$ cat config.mk
export PLATFORM = sky130hd
export DESIGN_NAME = link_session_lifecycle_fsm_unit
export DESIGN_NICKNAME = d
export VERILOG_FILES = /design/src/sv/lslf_pkg.sv /design/src/sv/link_session_lifecycle_fsm_unit.sv /design/src/sv/lslf_core.sv
export SDC_FILE = /design/constraint.sdc
export NUM_CORES = 1
export LEC_CHECK = 0
export ABC_AREA = 1
export BUFFER_PORTS_ARGS = -buffer_cell sky130_fd_sc_hd__buf_4
export CAP_MARGIN = 20
export CORE_MARGIN = 2
export CORE_UTILIZATION = 60
export DETAILED_ROUTE_END_ITERATION = 16
export PLACE_DENSITY = 0.84
export SETUP_SLACK_MARGIN = 0.1
export SLEW_MARGIN = 15
export SYNTH_ARGS = -nofsm -noshare
export SYNTH_HDL_FRONTEND = slang
export SYNTH_SLANG_ARGS = --single-unit
export TNS_END_PERCENT = 10
$ cat constraint.sdc
create_clock -name clk_i -period 4.85 [get_ports clk_i]
set_input_delay 0.2425 -clock clk_i [delete_from_list [all_inputs] [get_ports clk_i]]
set_output_delay 0.2425 -clock clk_i [all_outputs]
set_load 0.02 [all_outputs]
$ cat src/sv/lslf_pkg.sv
// lslf_pkg: shared types, codes and lookup functions for the link session
// lifecycle controller; no dependencies

package lslf_pkg;

  // event codes carried in req_type
  typedef enum logic [3:0] {
    EV_SESSION_RST = 4'd0,
    EV_PROCEED     = 4'd1,
    EV_FLUSH_DONE  = 4'd2,
    EV_RST_REQ     = 4'd3,
    EV_RST_ACK     = 4'd4,
    EV_DISC_REQ    = 4'd5,
    EV_DISC_ACK    = 4'd6,
    EV_OPEN_ACK    = 4'd7,
    EV_OPEN_NACK   = 4'd8,
    EV_BULK_ACK    = 4'd9,
    EV_BULK_NACK   = 4'd10,
    EV_CLOSE_ACK   = 4'd11,
    EV_API_OPEN    = 4'd12,
    EV_API_CLOSE   = 4'd13
  } lslf_ev_e;

  // action codes
  typedef enum logic [3:0] {
    ACT_NONE       = 4'd0,
    ACT_LL_OPEN    = 4'd1,
    ACT_BULK_OPEN  = 4'd2,
    ACT_RST_REQ    = 4'd3,
    ACT_RST_ACK    = 4'd4,
    ACT_FLUSH_PING = 4'd5,
    ACT_DISC_REQ   = 4'd6,
    ACT_LL_CLOSE   = 4'd7,
    ACT_OPEN_OK    = 4'd8,
    ACT_OPEN_FAIL  = 4'd9,
    ACT_CLOSE_OK   = 4'd10,
    ACT_CLOSE_FAIL = 4'd11
  } lslf_act_e;

  // external state codes reported in state_now
  localparam logic [3:0] SC_INVALID       = 4'd0;
  localparam logic [3:0] SC_NOT_PRESENT   = 4'd1;
  localparam logic [3:0] SC_CLOSED        = 4'd2;
  localparam logic [3:0] SC_LL_OPEN       = 4'd3;
  localparam logic [3:0] SC_LL_BULK_OPEN  = 4'd4;
  localparam logic [3:0] SC_LINK_RESET    = 4'd5;
  localparam logic [3:0] SC_OPEN          = 4'd6;
  localparam logic [3:0] SC_PUBSUB_FLUSH  = 4'd7;
  localparam logic [3:0] SC_LINK_DISC     = 4'd8;
  localparam logic [3:0] SC_LL_CLOSE_PEND = 4'd9;
  localparam logic [3:0] SC_LL_CLOSE      = 4'd10;
  localparam logic [3:0] SC_FINALIZED     = 4'd11;

  // session state, one-hot
  typedef enum logic [11:0] {
    ST_NO_SESSION    = 12'b0000_0000_0001,
    ST_NOT_PRESENT   = 12'b0000_0000_0010,
    ST_IDLE          = 12'b0000_0000_0100,
    ST_LL_OPENING    = 12'b0000_0000_1000,
    ST_BULK_OPENING  = 12'b0000_0001_0000,
    ST_LINK_RESYNC   = 12'b0000_0010_0000,
    ST_OPEN          = 12'b0000_0100_0000,
    ST_PUBSUB_FLUSH  = 12'b0000_1000_0000,
    ST_LINK_DISC     = 12'b0001_0000_0000,
    ST_CLOSE_WAIT    = 12'b0010_0000_0000,
    ST_LL_CLOSING    = 12'b0100_0000_0000,
    ST_DONE          = 12'b1000_0000_0000
  } lslf_state_e;

  typedef struct packed {
    logic [3:0] req_type;
    logic       finalize_request;
  } lslf_req_t;

  typedef struct packed {
    logic [3:0] action;
    logic [3:0] state_now;
  } lslf_rsp_t;

  function automatic logic [3:0] state_code(lslf_state_e st);
    logic [3:0] code;
    case (st)
      ST_NOT_PRESENT:   code = SC_NOT_PRESENT;
      ST_IDLE:          code = SC_CLOSED;
      ST_LL_OPENING:    code = SC_LL_OPEN;
      ST_BULK_OPENING:  code = SC_LL_BULK_OPEN;
      ST_LINK_RESYNC:   code = SC_LINK_RESET;
      ST_OPEN:          code = SC_OPEN;
      ST_PUBSUB_FLUSH:  code = SC_PUBSUB_FLUSH;
      ST_LINK_DISC:     code = SC_LINK_DISC;
      ST_CLOSE_WAIT:    code = SC_LL_CLOSE_PEND;
      ST_LL_CLOSING:    code = SC_LL_CLOSE;
      ST_DONE:          code = SC_FINALIZED;
      default:          code = SC_INVALID;
    endcase
    return code;
  endfunction

  // action issued on entry to a state
  function automatic lslf_act_e entry_action(lslf_state_e st);
    lslf_act_e act;
    case (st)
      ST_LL_OPENING:   act = ACT_LL_OPEN;
      ST_BULK_OPENING: act = ACT_BULK_OPEN;
      ST_LINK_RESYNC:  act = ACT_RST_REQ;
      ST_PUBSUB_FLUSH: act = ACT_FLUSH_PING;
      ST_LINK_DISC:    act = ACT_DISC_REQ;
      ST_LL_CLOSING:   act = ACT_LL_CLOSE;
      default:         act = ACT_NONE;
    endcase
    return act;
  endfunction

endpackage

$ cat src/sv/link_session_lifecycle_fsm_unit.sv
// link_session_lifecycle_fsm_unit: top level, input beat register, result
// register and the lifecycle core; depends on lslf_pkg and lslf_core
//
//   channel | dir | handshake              | payload
//   --------+-----+------------------------+---------------------------------
//   in      | in  | in_valid_i / in_stall_o | in_req_i  (req_type, finalize)
//   out     | out | out_valid_o / out_stall_i | out_rsp_o (action, state_now)
//
// one event per cycle sustained while the output does not stall; an accepted
// beat passes through the input register and then the result register
// the state update happens as a beat moves from the input register into the
// result register, so events are processed strictly in order
// reset puts the session in the invalid state with finalize cleared
// a stall on the output holds the result register, and the input register
// stalls only when it is full and the result register cannot drain

module link_session_lifecycle_fsm_unit import lslf_pkg::*; (
  input  logic      clk_i,
  input  logic      rst_ni,
  input  logic      in_valid_i,
  output logic      in_stall_o,
  input  lslf_req_t in_req_i,
  output logic      out_valid_o,
  input  logic      out_stall_i,
  output lslf_rsp_t out_rsp_o
);

  // input beat register
  logic      in_vld_q, in_vld_d;
  lslf_req_t in_req_q;

  // result register
  logic      out_vld_q, out_vld_d;
  lslf_rsp_t out_rsp_q;

  lslf_rsp_t core_rsp;
  logic      out_free;   // result register can take a beat this cycle
  logic      fire;       // beat moves from input register to result register
  logic      in_take;    // input beat accepted

  assign out_free   = !out_vld_q || !out_stall_i;
  assign fire       = in_vld_q && out_free;
  assign in_stall_o = in_vld_q && !out_free;
  assign in_take    = in_valid_i && !in_stall_o;

  assign in_vld_d  = in_take || (in_vld_q && !fire);
  assign out_vld_d = fire || (out_vld_q && out_stall_i);

  lslf_core u_core (
    .clk_i  (clk_i),
    .rst_ni (rst_ni),
    .fire_i (fire),
    .req_i  (in_req_q),
    .rsp_o  (core_rsp)
  );

  always_ff @(posedge clk_i or negedge rst_ni) begin
    if (!rst_ni) begin
      in_vld_q  <= 1'b0;
      out_vld_q <= 1'b0;
    end else begin
      in_vld_q  <= in_vld_d;
      out_vld_q <= out_vld_d;
    end
  end

  // payload registers, no reset
  always_ff @(posedge clk_i) begin
    if (in_take) in_req_q <= in_req_i;
    if (fire) out_rsp_q <= core_rsp;
  end

  assign out_valid_o = out_vld_q;
  assign out_rsp_o   = out_rsp_q;

  // a held input beat drains whenever the result register has room
  a_drain: assert property (@(posedge clk_i) disable iff (!rst_ni)
    (in_vld_q && out_free) |=> out_vld_q)
    else $error("input beat did not reach result register");

  // a result appears only after a beat was waiting in the input register
  a_origin: assert property (@(posedge clk_i) disable iff (!rst_ni)
    $rose(out_vld_q) |-> $past(in_vld_q))
    else $error("result without input beat");

  // close success always lands in closed
  a_close_ok: assert property (@(posedge clk_i) disable iff (!rst_ni)
    (out_vld_q && out_rsp_q.action == ACT_CLOSE_OK) |-> out_rsp_q.state_now == SC_CLOSED)
    else $error("close_ok reported outside closed");

  // finalized never carries an action
  a_final: assert property (@(posedge clk_i) disable iff (!rst_ni)
    (out_vld_q && out_rsp_q.state_now == SC_FINALIZED) |-> out_rsp_q.action == ACT_NONE)
    else $error("action issued in finalized");

endmodule

$ cat src/sv/lslf_core.sv
// lslf_core: session state and finalize flag registers with the transition
// table; depends on lslf_pkg

module lslf_core import lslf_pkg::*; (
  input  logic      clk_i,
  input  logic      rst_ni,
  input  logic      fire_i,
  input  lslf_req_t req_i,
  output lslf_rsp_t rsp_o
);

  lslf_state_e state_q, state_d;
  logic        fin_q, fin_d;
  logic        fin_eff;
  logic        go;
  lslf_act_e   act;
  logic [3:0]  ev;

  assign ev      = req_i.req_type;
  assign fin_eff = fin_q | req_i.finalize_request;

  always_comb begin
    state_d = state_q;
    act     = ACT_NONE;
    go      = 1'b0;
    if (ev == EV_SESSION_RST) begin
      state_d = (state_q == ST_NOT_PRESENT) ? ST_NOT_PRESENT : ST_IDLE;
      go      = 1'b1;
    end else begin
      case (state_q)
        ST_NOT_PRESENT: begin
          if (ev == EV_API_OPEN) act = ACT_OPEN_FAIL;
          if (ev == EV_API_CLOSE) act = ACT_CLOSE_FAIL;
        end
        ST_IDLE: begin
          if (ev == EV_API_OPEN) begin
            state_d = ST_LL_OPENING;
            go      = 1'b1;
          end
        end
        ST_LL_OPENING: begin
          if (ev == EV_OPEN_ACK) begin
            state_d = ST_BULK_OPENING;
            go      = 1'b1;
          end else if (ev == EV_OPEN_NACK || ev == EV_API_CLOSE) begin
            state_d = ST_LL_CLOSING;
            go      = 1'b1;
          end
        end
        ST_BULK_OPENING: begin
          if (ev == EV_BULK_ACK) begin
            state_d = ST_LINK_RESYNC;
            go      = 1'b1;
          end else if (ev == EV_BULK_NACK || ev == EV_API_CLOSE) begin
            state_d = ST_LL_CLOSING;
            go      = 1'b1;
          end
        end
        ST_LINK_RESYNC: begin
          if (ev == EV_RST_REQ) begin
            act = ACT_RST_ACK;
          end else if (ev == EV_RST_ACK) begin
            state_d = ST_OPEN;
            act     = ACT_OPEN_OK;
          end else if (ev == EV_API_CLOSE) begin
            state_d = ST_LL_CLOSING;
            go      = 1'b1;
          end
        end
        ST_OPEN: begin
          if (ev == EV_API_CLOSE) begin
            state_d = ST_PUBSUB_FLUSH;
            go      = 1'b1;
          end
        end
        ST_PUBSUB_FLUSH: begin
          if (ev == EV_FLUSH_DONE) begin
            state_d = ST_LINK_DISC;
            go      = 1'b1;
          end
        end
        ST_LINK_DISC: begin
          if (ev == EV_DISC_ACK) begin
            state_d = ST_CLOSE_WAIT;
            go      = 1'b1;
          end
        end
        ST_CLOSE_WAIT: begin
          if (ev == EV_PROCEED) begin
            state_d = ST_LL_CLOSING;
            go      = 1'b1;
          end
        end
        ST_LL_CLOSING: begin
          if (ev == EV_CLOSE_ACK) begin
            if (fin_eff) begin
              state_d = ST_DONE;
            end else begin
              state_d = ST_IDLE;
              act     = ACT_CLOSE_OK;
            end
          end
        end
        default: ;
      endcase
    end
  end

  assign fin_d = fire_i ? fin_eff : fin_q;

  always_comb begin
    rsp_o.action    = go ? entry_action(state_d) : act;
    rsp_o.state_now = state_code(state_d);
  end

  always_ff @(posedge clk_i or negedge rst_ni) begin
    if (!rst_ni) begin
      state_q <= ST_NO_SESSION;
      fin_q   <= 1'b0;
    end else begin
      if (fire_i) state_q <= state_d;
      fin_q <= fin_d;
    end
  end

endmodule
* Word level (Yosys, flattened, before mapping)
Cells that the tools add are included.
** Storage, ports and cells
- Flip-flop bits (word level) :: 28
- Input bits :: 9
** Operators by class
- Equality and inequality tests :: 33
- Multiplexer cells :: 41
- Bitwise logic cells :: 1
- Reductions and logical operators :: 16
** Operator list (number)
- two-way mux 12 bit :: 15
- case mux 12 bit (9 select lines) :: 1
- case mux 4 bit (11 select lines) :: 1
- two-way mux 4 bit :: 8
- == test 12 x 10 -> 1 bit (second input constant) :: 2
- == test 12 x 11 -> 1 bit (second input constant) :: 2
- == test 12 x 2 -> 1 bit (second input constant) :: 2
- == test 12 x 3 -> 1 bit (second input constant) :: 2
- == test 12 x 4 -> 1 bit (second input constant) :: 2
- == test 12 x 5 -> 1 bit (second input constant) :: 2
- == test 12 x 6 -> 1 bit (second input constant) :: 2
- == test 12 x 7 -> 1 bit (second input constant) :: 2
- == test 12 x 8 -> 1 bit (second input constant) :: 2
- == test 12 x 9 -> 1 bit (second input constant) :: 2
- == test 4 bit (second input constant) :: 6
- case mux 3 bit (6 select lines) :: 1
- == test 12 bit (second input constant) :: 1
- == test 4 x 3 -> 1 bit (second input constant) :: 3
- two-way mux 1 bit :: 12
- case mux 4 bit (3 select lines) :: 1
- == test 4 x 2 -> 1 bit (second input constant) :: 2
- case mux 1 bit (8 select lines) :: 1
- logical AND 1 bit :: 5
- logical NOT 1 bit :: 5
- 5 further kinds :: 9

* Depth between registers and ports, before layout
Gate-level depths: netlist (run 1).
- Word-level depth :: 9
- Mapped depth :: 19

* Cells and area by module
From an unflattened synthesis (run 1), not the netlist that was laid out.
** Unflattened totals
- Cell total of the unflattened synthesis :: 360
- Area, all modules :: 2409.8 um2
** By module, submodules not included
- lslf_core :: times used 1, cells each 335, area an instance 1924.3 um2, sequential area each 326.6 um2
- link_session_lifecycle_fsm_unit :: times used 1, cells each 25, area an instance 485.5 um2, sequential area each 440.4 um2

* Worst setup path before layout (run 1)
No wires, ideal clock.
- Path type :: reg2reg
- Start :: reg u_core.state_q[0]
- End :: reg out_rsp_q (netlist bit out_rsp_o[4]) (data pin)
- Library setup time :: 0.254 ns
- Arrival time :: 1.912 ns
- Data required time :: 4.596 ns
- Path slack :: 2.684 ns
- Stages on the path, launching flop included :: 18
- Buffers on the path :: 0
- Cells stage by stage :: dfstp_2 > nor2_1 > nand2_4 > inv_2 > nand3_2 > nand2_2 > nor2_8 > nand3_4 > nand2_1 > nand3_2 > nand2_2 > inv_2 > nand2_1 > nor2_4 > o21ai_1 > nand2_1 > nand2_1 > nand2_1
** RTL lines
- from (decl) :: RTL line lslf_core.sv:12 : lslf_state_e state_q, state_d;
- from (signal assigned) :: RTL line lslf_core.sv:121 : if (fire_i) state_q <= state_d;
- to (signal assigned) :: RTL line link_session_lifecycle_fsm_unit.sv:70 : if (fire) out_rsp_q <= core_rsp;
- to (decl) :: RTL line link_session_lifecycle_fsm_unit.sv:34 : lslf_rsp_t out_rsp_q;

==> impl_metrics.toml, run 1 <==
[clock_network]
clock-sinks = 28
cts_resized = 0
post_cts_buffers = 0
cts_buffer_depth = 2
cts_made_buffers = 3
holdBufCountCts = 1
clock_latency_ns = 0.29
cts_tree = "done"
path_clk_slew_ns = 0.11
cts-root-buf = "clkbuf_8"
htreeDepth = 1

[floorplan]
top_level_ports = 19
rows = 22
die_w_microns = 66.90
core_area_sq_um = 3744
dieArea_sq_um = 4475
die-height_microns = 66.90
start_util_pct = 63.40

[grt]
grt_usage_pct = 30.86
overflow = 0
grt_max_degree = 21
grt_pass1_wl_microns = 10360
grt_pass1_vias = 2298
grt_antenna_before_repair = 0

[placed_design]
dp_cells = 414
routabilityCongestion = 1.085
dp.final_hpwl_microns = 4912
numPortBuffers = 18

[cells_and_area]
diodes = 0
n_fill_cell = 340
area_growth_pct = 10.38
finish.utilization_pct = 69.99
final_nets = 381
drive_above_1_share_pct = 18.06
finalNonFillerCells = 419

[power_and_ir_drop]
total_power_mw = 1.409
irDropWorstVdd_mv = 0.3545
p_leak_nw = 1.324
power_density_nw_per_um2 = 537.9

[worst_setup_path]
max_stage_delay_ns = 0.44
critical_path.top_delay_family = "simple AND/OR/NAND/NOR gates"
critPathCapture = "out_rsp_o[6]"
crit_arrival_ns = 2.92
reg2reg_from = "in_req_q[4]"
r2r_end = "out_rsp_o[6]"
cp-start-kind = "register"
cp_cell_sequence = "nor2_1 > inv_2 > nor2_2 > inv_1 > nand2_1 > o21ai_0 > a21oi_2 > nand4_4 > nor2_2 > o21ai_2 > nand3_1 > nand2_1 > inv_1"
critPathSlowestCell = "edfxtp_1"
criticalPathCategory = "reg -> reg"
critPathRequiredTime_ns = 5.02
path_depth = 13
r2r.worst_path.cells = 13
rrSetupSlack_ns = 2.09
startpoint = "in_req_q[4]"
cp_max_fo = 20
endpoint_kind = "register"
path_buf_inv = 3

[synthesis]
synth_common_cells = "98 x nand2_1, 48 x nor2_1, 39 x inv_1, 26 x nand3_1, 21 x o21ai_0"
synth.area.mux_share_pct = 0
syn-num-nets = 362
netlist.area_leader.share_pct = 16.45
synthSimpleGateAreaFrac_pct = 48.81
yosysMostFrequentCell = "nand2_1"
synth.avg_cell_area_sq_um = 6.724
synth-async-reset-ratio_pct = 53.57
synth-compound-area-share_pct = 9.752
syn_inst = 353
synth_edf_count = 13
synthFlopType = "dfrtp_1"
synth_cell_type_count = 36
synth_xor_xnor_area_share_pct = 0
synth_area_leaders = "edfxtp_1 16%, nand2_1 15%, dfrtp_1 15%"
synth_top_family_by_area = "simple AND/OR/NAND/NOR gates"
ys_seq_area_share_pct = 32.31
synth_area_leader_cell = "edfxtp_1"
synth_adder_area_share_pct = 0
yosys_warnings = 0
ys_ff_latch = 28
syn_area_sq_um = 2374

[timing]
worst-slew-pin-transition_ns = 0.7187
max_freq_mhz = 362.5
min_period_ns = 2.759
setup_viol = 0
rsz0062_at_grt = "false"
max-slew-margin-rel_pct = 52.03
period_share_pct = 56.89
slew_viol_final = 0
finalHoldViolCount = 0
tns_ns = 0
skew_ns = 0.01414

[run]
maxCapViolations = 0

[detailed_routing]
vias = 2459
route.antenna.remaining_nets = 0
first_iter_violations = 247
vias_per_cell = 5.869
drc = 0
routed_wl_microns = 6179
avgRoutedWirePerCell_microns = 14.75
drt-pass1-iter-count = 5

[run_status]
status = "complete, no violations"

[worst_hold_path]
timing.hold.worst.class = "in -> reg"
[layout by cell type (no fill, tap or decap), types with 2 or more instances in the layout]
cell type   n
dfrtp_1    14
clkbuf_8    3
nor2_4      2
nor3_1      7
nand2_4     2
o21ai_2     2
nand3_2    11
nor2_1     48
nand4_1    16
clkinv_1    2
nor2_2      5
inv_2       7
nor2_8      2
nand3_4     2
o22ai_1     2
nand2_2     8
nand3_1    26
o21ai_0    21
buf_4      18
a21oi_1     8
edfxtp_1   13
o21ai_1     2
inv_1      39
nand2_1    98
[sequential cells by signal, indices dropped and copies added, names as in the netlist]
signal and flops:
in_vld_q 1, u_core.fin_q 1, in_req_q 5, out_valid_o 1, out_rsp_o 8, u_core.state_q 12
[worst reg2reg max path: cells and delay by family, from the launching register on]
kind	cells	cell delay, ns
AOI/OAI and AO/OA	3	0.59
DFF	1	0.44
and+or+nand+nor	7	1.12
buffers and inverters	3	0.50
[cell families (layout without fill, tap and decap cells)]
family | count (synthesis) | after routing
buffers and inverters | 54 | 72
DFF | 28 | 28
AOI/OAI and AO/OA | 41 | 41
and+or+nand+nor | 230 | 230
[routing by layer]
| layer | share of wire [%] | GRT usage [%] | vias to the layer above |
|---|---|---|---|
| met3 | 7.5 | 4.392 | 23 |
| met2 | 46 | 51.88 | 120 |
| met4 | 3.7 | 12.24 | 0 |
| met1 | 43 | 39.72 | 1117 |
| li1 | - | - | 1199 |
| met5 | 0 | 0 | - |
[per-stage QoR]
stage	setup WS (ns)	hold WS (ns)	instance area, sq um
4_1_cts	2.117	0.1346	2620
2_1_floorplan	2.684	-0.05309	2374
5_1_grt	1.763	0.1277	2620
6_report	2.091	0.1381	2620
3_3_place_gp	2.242	0.1047	2539
3_5_place_dp	2.152	0.1074	2539
[cell type report]
type                            count  area [sq um]  share of cell area, %
Sequential cell                    28         767.0                  29.27
Multi-Input combinational cell    271          1390                  53.06
Tap cell                           48         60.06                  2.292
Clock buffer                        3         41.29                  1.576
Timing Repair Buffer               19         145.1                  5.540
Clock inverter                      1         30.03                  1.146
Inverter                           49         186.4                  7.116
[worst min-delay path by stage]
stage | from | to | slack [ns] | cells after the start
floorplan | rst_ni | in_vld_q | -0.05 | 0
global placement | rst_ni | u_core.state_q[5] | 0.10 | 1
detailed placement | rst_ni | u_core.state_q[6] | 0.11 | 1
CTS | in_req_i[1] | in_req_q[1] | 0.13 | 1
global route | in_req_i[1] | in_req_q[1] | 0.13 | 1
finish | in_req_i[0] | in_req_q[0] | 0.14 | 1
[power breakdown]
group	leakage [nW]	internal (mW)	switching, mW
clock network	0.0357	0.111	0.0771
logic	0.974	0.266	0.590
registers	0.315	0.312	0.0533
total	1.32	0.689	0.720
Note: power is estimated with default switching activity, not from simulation.
==> run 2: changes to the inputs <==
Clock period 4.85 ns to 2.88 ns, I/O delays scaled along.
==> impl_metrics.toml, run 2 (same netlist as run 1, synthesis figures left out) <==
[worst_setup_path]
cp-start-kind = "register"
reg2reg_from = "u_core.state_q[0]"
cp_max_fo = 9
crit_arrival_ns = 2.60
endpoint_kind = "register"
critPathRequiredTime_ns = 2.92
criticalPathCategory = "reg -> reg"
startpoint = "u_core.state_q[0]"
rrSetupSlack_ns = 0.32

[detailed_routing]
first_iter_violations = 349
route.antenna.remaining_nets = 0
vias_per_cell = 5.881
routed_wl_microns = 6364
avgRoutedWirePerCell_microns = 15.15
drt-pass1-iter-count = 6
vias = 2470
drc = 0

[worst_hold_path]
hp-start = "in_req_i[2]"
timing.hold.worst.class = "in -> reg"

[floorplan]
core_area_sq_um = 3744
start_util_pct = 63.40
rows = 22
die-height_microns = 66.90
top_level_ports = 19
die_w_microns = 66.90
dieArea_sq_um = 4475

[run]
maxCapViolations = 0

[cells_and_area]
diodes = 0
finalNonFillerCells = 420
drive_above_1_share_pct = 18.82
finish.utilization_pct = 70.29
regMostFlops = "u_core.state_q"
final_common_cell = "nand2_1"
final_nets = 382
largest_reg_flops = 12
n_fill_cell = 327
fin_area_sq_um = 2631
area_growth_pct = 10.86
layout_common_cells = "98 x nand2_1, 47 x nor2_1, 39 x inv_1"

[power_and_ir_drop]
p_leak_nw = 1.328
swShare_pct = 51.01
clkPwrFrac_pct = 13.3
combinationalPowerShare_pct = 60.8
intPower_mw = 1.165
power_frac_seq_pct = 25.9
total_power_mw = 2.378
power_switching_mw = 1.213
irDropWorstVdd_mv = 0.6395
power_density_nw_per_um2 = 903.7

[run_status]
status = "complete, no violations"

[grt]
overflow = 0
grt_max_degree = 20
grt_pass1_wl_microns = 10780
grt_antenna_before_repair = 0
grt_usage_pct = 32.00
grt_pass1_vias = 2341

[clock_network]
cts_buffer_depth = 2
cts_tree = "done"
cts-root-buf = "clkbuf_8"
clock-sinks = 28
clock_latency_ns = 0.28
path_clk_slew_ns = 0.10
htreeDepth = 1
post_cts_buffers = 0
cts_made_buffers = 3

[timing]
rsz0062_at_grt = "false"
max_freq_mhz = 390.0
skew_ns = 0.004561
max-slew-margin-rel_pct = 58.92
finalHoldViolCount = 0
slew_viol_final = 0
period_share_pct = 89.02
min_period_ns = 2.564
tns_ns = 0
setup_viol = 0
worst-slew-pin-transition_ns = 0.6156

[placed_design]
dp_cells = 415
dp.final_hpwl_microns = 5022
dpl_cell_area_sq_um = 2546
numPortBuffers = 18
routabilityCongestion = 1.060
-- run 2: critical path, cell delays in order (launching register included) --
cell,delay (ns)
dfstp_2,0.58
nor2_2,0.06
nand2_4,0.11
inv_2,0.08
nand3_2,0.17
nand2_2,0.13
nor2_8,0.19
nand3_4,0.14
nand3_1,0.12
nand3_2,0.11
nand2_1,0.14
nor2_1,0.08
o21ai_1,0.20
nand2_1,0.08
nand2_1,0.07
nand2_1,0.06
-- run 2: final timing paths --
path                                     endpoint  cells after the start
min in group asynchronous       u_core.state_q[1]                      2
max in group asynchronous       u_core.state_q[0]                      2
worst max-delay path                 out_rsp_o[4]                     15
worst max register to register       out_rsp_o[4]                     15
worst min-delay path                  in_req_q[2]                      1
worst min register to register  u_core.state_q[0]                      2
-- run 2: repair_timing --
action | 4_1_cts | 5_1_grt
endpoints found under the hold margin | 15 | 0
gates resized for setup | 0 | 2
hold buffers | 1 | 0
endpoints found under the setup margin | 0 | 2
-- run 2: layout make-up --
cell class | instances | area [sq um] | share of cell area, %
clock buffers | 3 | 41.29 | 1.569
inverters | 49 | 186.4 | 7.085
flip-flops and latches | 28 | 768.2 | 29.20
clock inverters | 1 | 30.03 | 1.141
repair buffers | 20 | 152.6 | 5.801
multi-input cells | 271 | 1393 | 52.92
well taps | 48 | 60.06 | 2.282
-- run 2: stage by stage --
step / hold slack [ns] / setup slack [ns]
2_1_floorplan: -0.1516 / 0.7140
3_3_place_gp: 0.01312 / 0.4134
3_5_place_dp: 0.01235 / 0.3813
4_1_cts: 0.03724 / 0.3532
5_1_grt: 0.03347 / 0.1158
6_report: 0.03721 / 0.3161
-- run 2: layer usage --
layer | part of all wire (%) | GRT usage (%) | wire, microns | vias to the layer above
met3 | 9.1 | 4.730 | 577 | 16
met4 | 2.6 | 9.439 | 167 | 0
met2 | 48 | 55.13 | 3059 | 131
li1 | - | - | - | 1206
met5 | 0 | 0 | 0 | -
met1 | 40 | 41.34 | 2560 | 1117
-- run 2: power groups by stage --
| stage | registers (mW) | logic (mW) | clock network [mW] |
|---|---|---|---|
| after floorplan | 0.628 | 1.10 | 0 |
| after global placement | 0.617 | 1.39 | 0 |
| after detailed placement | 0.619 | 1.42 | 0 |
| after CTS | 0.611 | 1.43 | 0.316 |
| after global routing | 0.628 | 1.62 | 0.332 |
| final | 0.617 | 1.44 | 0.316 |
==> run 3: changes to the inputs <==
Settings changed: BUFFER_PORTS_ARGS -buffer_cell sky130_fd_sc_hd__buf_4 to default, DONT_BUFFER_PORTS from default to 1, PLACE_DENSITY 0.84 to 0.8.
==> impl_metrics.toml, run 3 (same netlist as run 1, synthesis figures left out) <==
[power_and_ir_drop]
power_density_nw_per_um2 = 888.3
irDropWorstVdd_mv = 0.6548
swShare_pct = 53.60
clkPwrFrac_pct = 9.5
power_switching_mw = 1.219
combinationalPowerShare_pct = 61.6
p_leak_nw = 1.262
intPower_mw = 1.055
power_frac_seq_pct = 29.0
total_power_mw = 2.274

[grt]
grt_pass1_wl_microns = 10560
grt_usage_pct = 32.10
grt_pass1_vias = 2268
grt_antenna_before_repair = 0
grt_max_degree = 20
overflow = 0

[timing]
min_period_ns = 2.602
whs_ns = 0.02556
setup_viol = 0
max_freq_mhz = 384.3
rsz0062_at_grt = "false"
finalHoldViolCount = 0
period_share_pct = 90.36
skew_ns = 0.01065
tns_ns = 0
worst-slew-pin-transition_ns = 0.7206
slew_viol_final = 0
setup_ws_ns = 0.2777
max-slew-margin-rel_pct = 51.80

[placed_design]
routabilityCongestion = 1.036
dp_cells = 397
dpl_worst_slack_ns = 0.3247
numPortBuffers = 0
dpl_cell_area_sq_um = 2411
dp.final_hpwl_microns = 5055

[worst_setup_path]
cp_cell_sequence = "nor2_1 > nand2_4 > nor2_8 > nand2_2 > nand2_1 > nor2_4 > buf_4 > nand4_1 > nand2_1 > nand2_1 > nand3_1 > nor2_1 > nand3_1 > nand2_1 > inv_1 > nand2_1 > nand2_1 > nand2_1"
r2r.worst_path.cells = 18
r2r_end = "out_rsp_o[4]"
critPathRequiredTime_ns = 3.02
crit_arrival_ns = 2.74
endpoint_kind = "register"
cp_max_fo = 9
critPathSlowestCell = "dfrtp_1"
cp-start-kind = "register"
max_stage_delay_ns = 0.47
rrSetupSlack_ns = 0.28
critical_path.top_delay_family = "simple AND/OR/NAND/NOR gates"
criticalPathCategory = "reg -> reg"
path_buf_inv = 2
reg2reg_from = "u_core.state_q[5]"
cpMostUsedCell = "nand2_1"

[clock_network]
cts_buffer_depth = 2
path_clk_slew_ns = 0.10
clock-sinks = 28
cts_made_buffers = 3
cts-root-buf = "clkbuf_8"
cts_tree = "done"
clock_latency_ns = 0.27
htreeDepth = 1

[detailed_routing]
route.antenna.remaining_nets = 0
drc = 0
drt-pass1-iter-count = 5
routed_wl_microns = 6578
first_iter_violations = 174
vias_per_cell = 5.876
avgRoutedWirePerCell_microns = 16.04
vias = 2409

[cells_and_area]
finish.utilization_pct = 68.38
diodes = 0
fin_area_sq_um = 2560
drive_above_1_share_pct = 14.92
finalNonFillerCells = 410
largest_reg_flops = 12
n_fill_cell = 337
layout_common_cells = "97 x nand2_1, 47 x nor2_1, 39 x inv_1"
final_common_cell = "nand2_1"
final_nets = 372
regMostFlops = "u_core.state_q"
area_growth_pct = 7.855

[floorplan]
die_w_microns = 66.90
dieArea_sq_um = 4475
start_util_pct = 63.40
rows = 22
die-height_microns = 66.90
top_level_ports = 19
core_area_sq_um = 3744

[worst_hold_path]
hp-start = "in_valid_i"
hold_depth = 2
timing.hold.worst.class = "in -> reg"
hold_path_end = "in_vld_q"

[run]
maxCapViolations = 0

[run_status]
status = "complete, no violations"
run 3: timing repair:
item / in CTS / in global routing
buffers inserted: 0 / 2
gates resized for setup: 0 / 4
setup endpoints to repair: 0 / 1
hold buffers: 6 / 0
hold endpoints to repair: 20 / 0
run 3: worst max-delay path by stage:
| stage | startpoint | end | slack (ns) | cells past startpoint |
|---|---|---|---|---|
| 3_5_place_dp | u_core.state_q[0] | out_rsp_o[4] | 0.32 | 15 |
| 5_1_grt | u_core.state_q[0] | out_rsp_o[4] | 0.10 | 17 |
| 4_1_cts | u_core.state_q[0] | out_rsp_o[4] | 0.30 | 15 |
| 6_report | u_core.state_q[5] | out_rsp_o[4] | 0.28 | 18 |
| 3_3_place_gp | u_core.state_q[0] | out_rsp_o[4] | 0.32 | 15 |
| 2_1_floorplan | u_core.state_q[0] | out_rsp_o[4] | 0.71 | 17 |
run 3: layer usage:
layer	share of wire [%]	track usage (%)
met5	0	0
met1	42	41.06
met2	47	53.87
met4	5.0	13.78
met3	6.0	4.392
run 3: area by class of cell:
class                           instances  area, sq um  area share (%)
Tap cell                               48        60.06           2.346
Clock buffer                            4        45.04           1.760
Inverter                               49        186.4           7.282
Sequential cell                        28        767.0           29.96
Multi-Input combinational cell        272         1419           55.43
Timing Repair Buffer                    9        82.58           3.226
run 3: worst reg2reg max path, delay by kind of cell, from the launching register on:
kind / cells / cell delay (ns)
buf+inv: 2 / 0.19
flops: 1 / 0.47
simple gates: 16 / 1.80
run 3: power by group through the flow:
stage	sequential, mW	combinational [mW]	clock [mW]
after detailed placement	0.662	1.33	0
final	0.659	1.40	0.215
after global routing	0.665	1.57	0.235
after floorplan	0.628	1.10	0
after CTS	0.655	1.35	0.222
after global placement	0.659	1.31	0
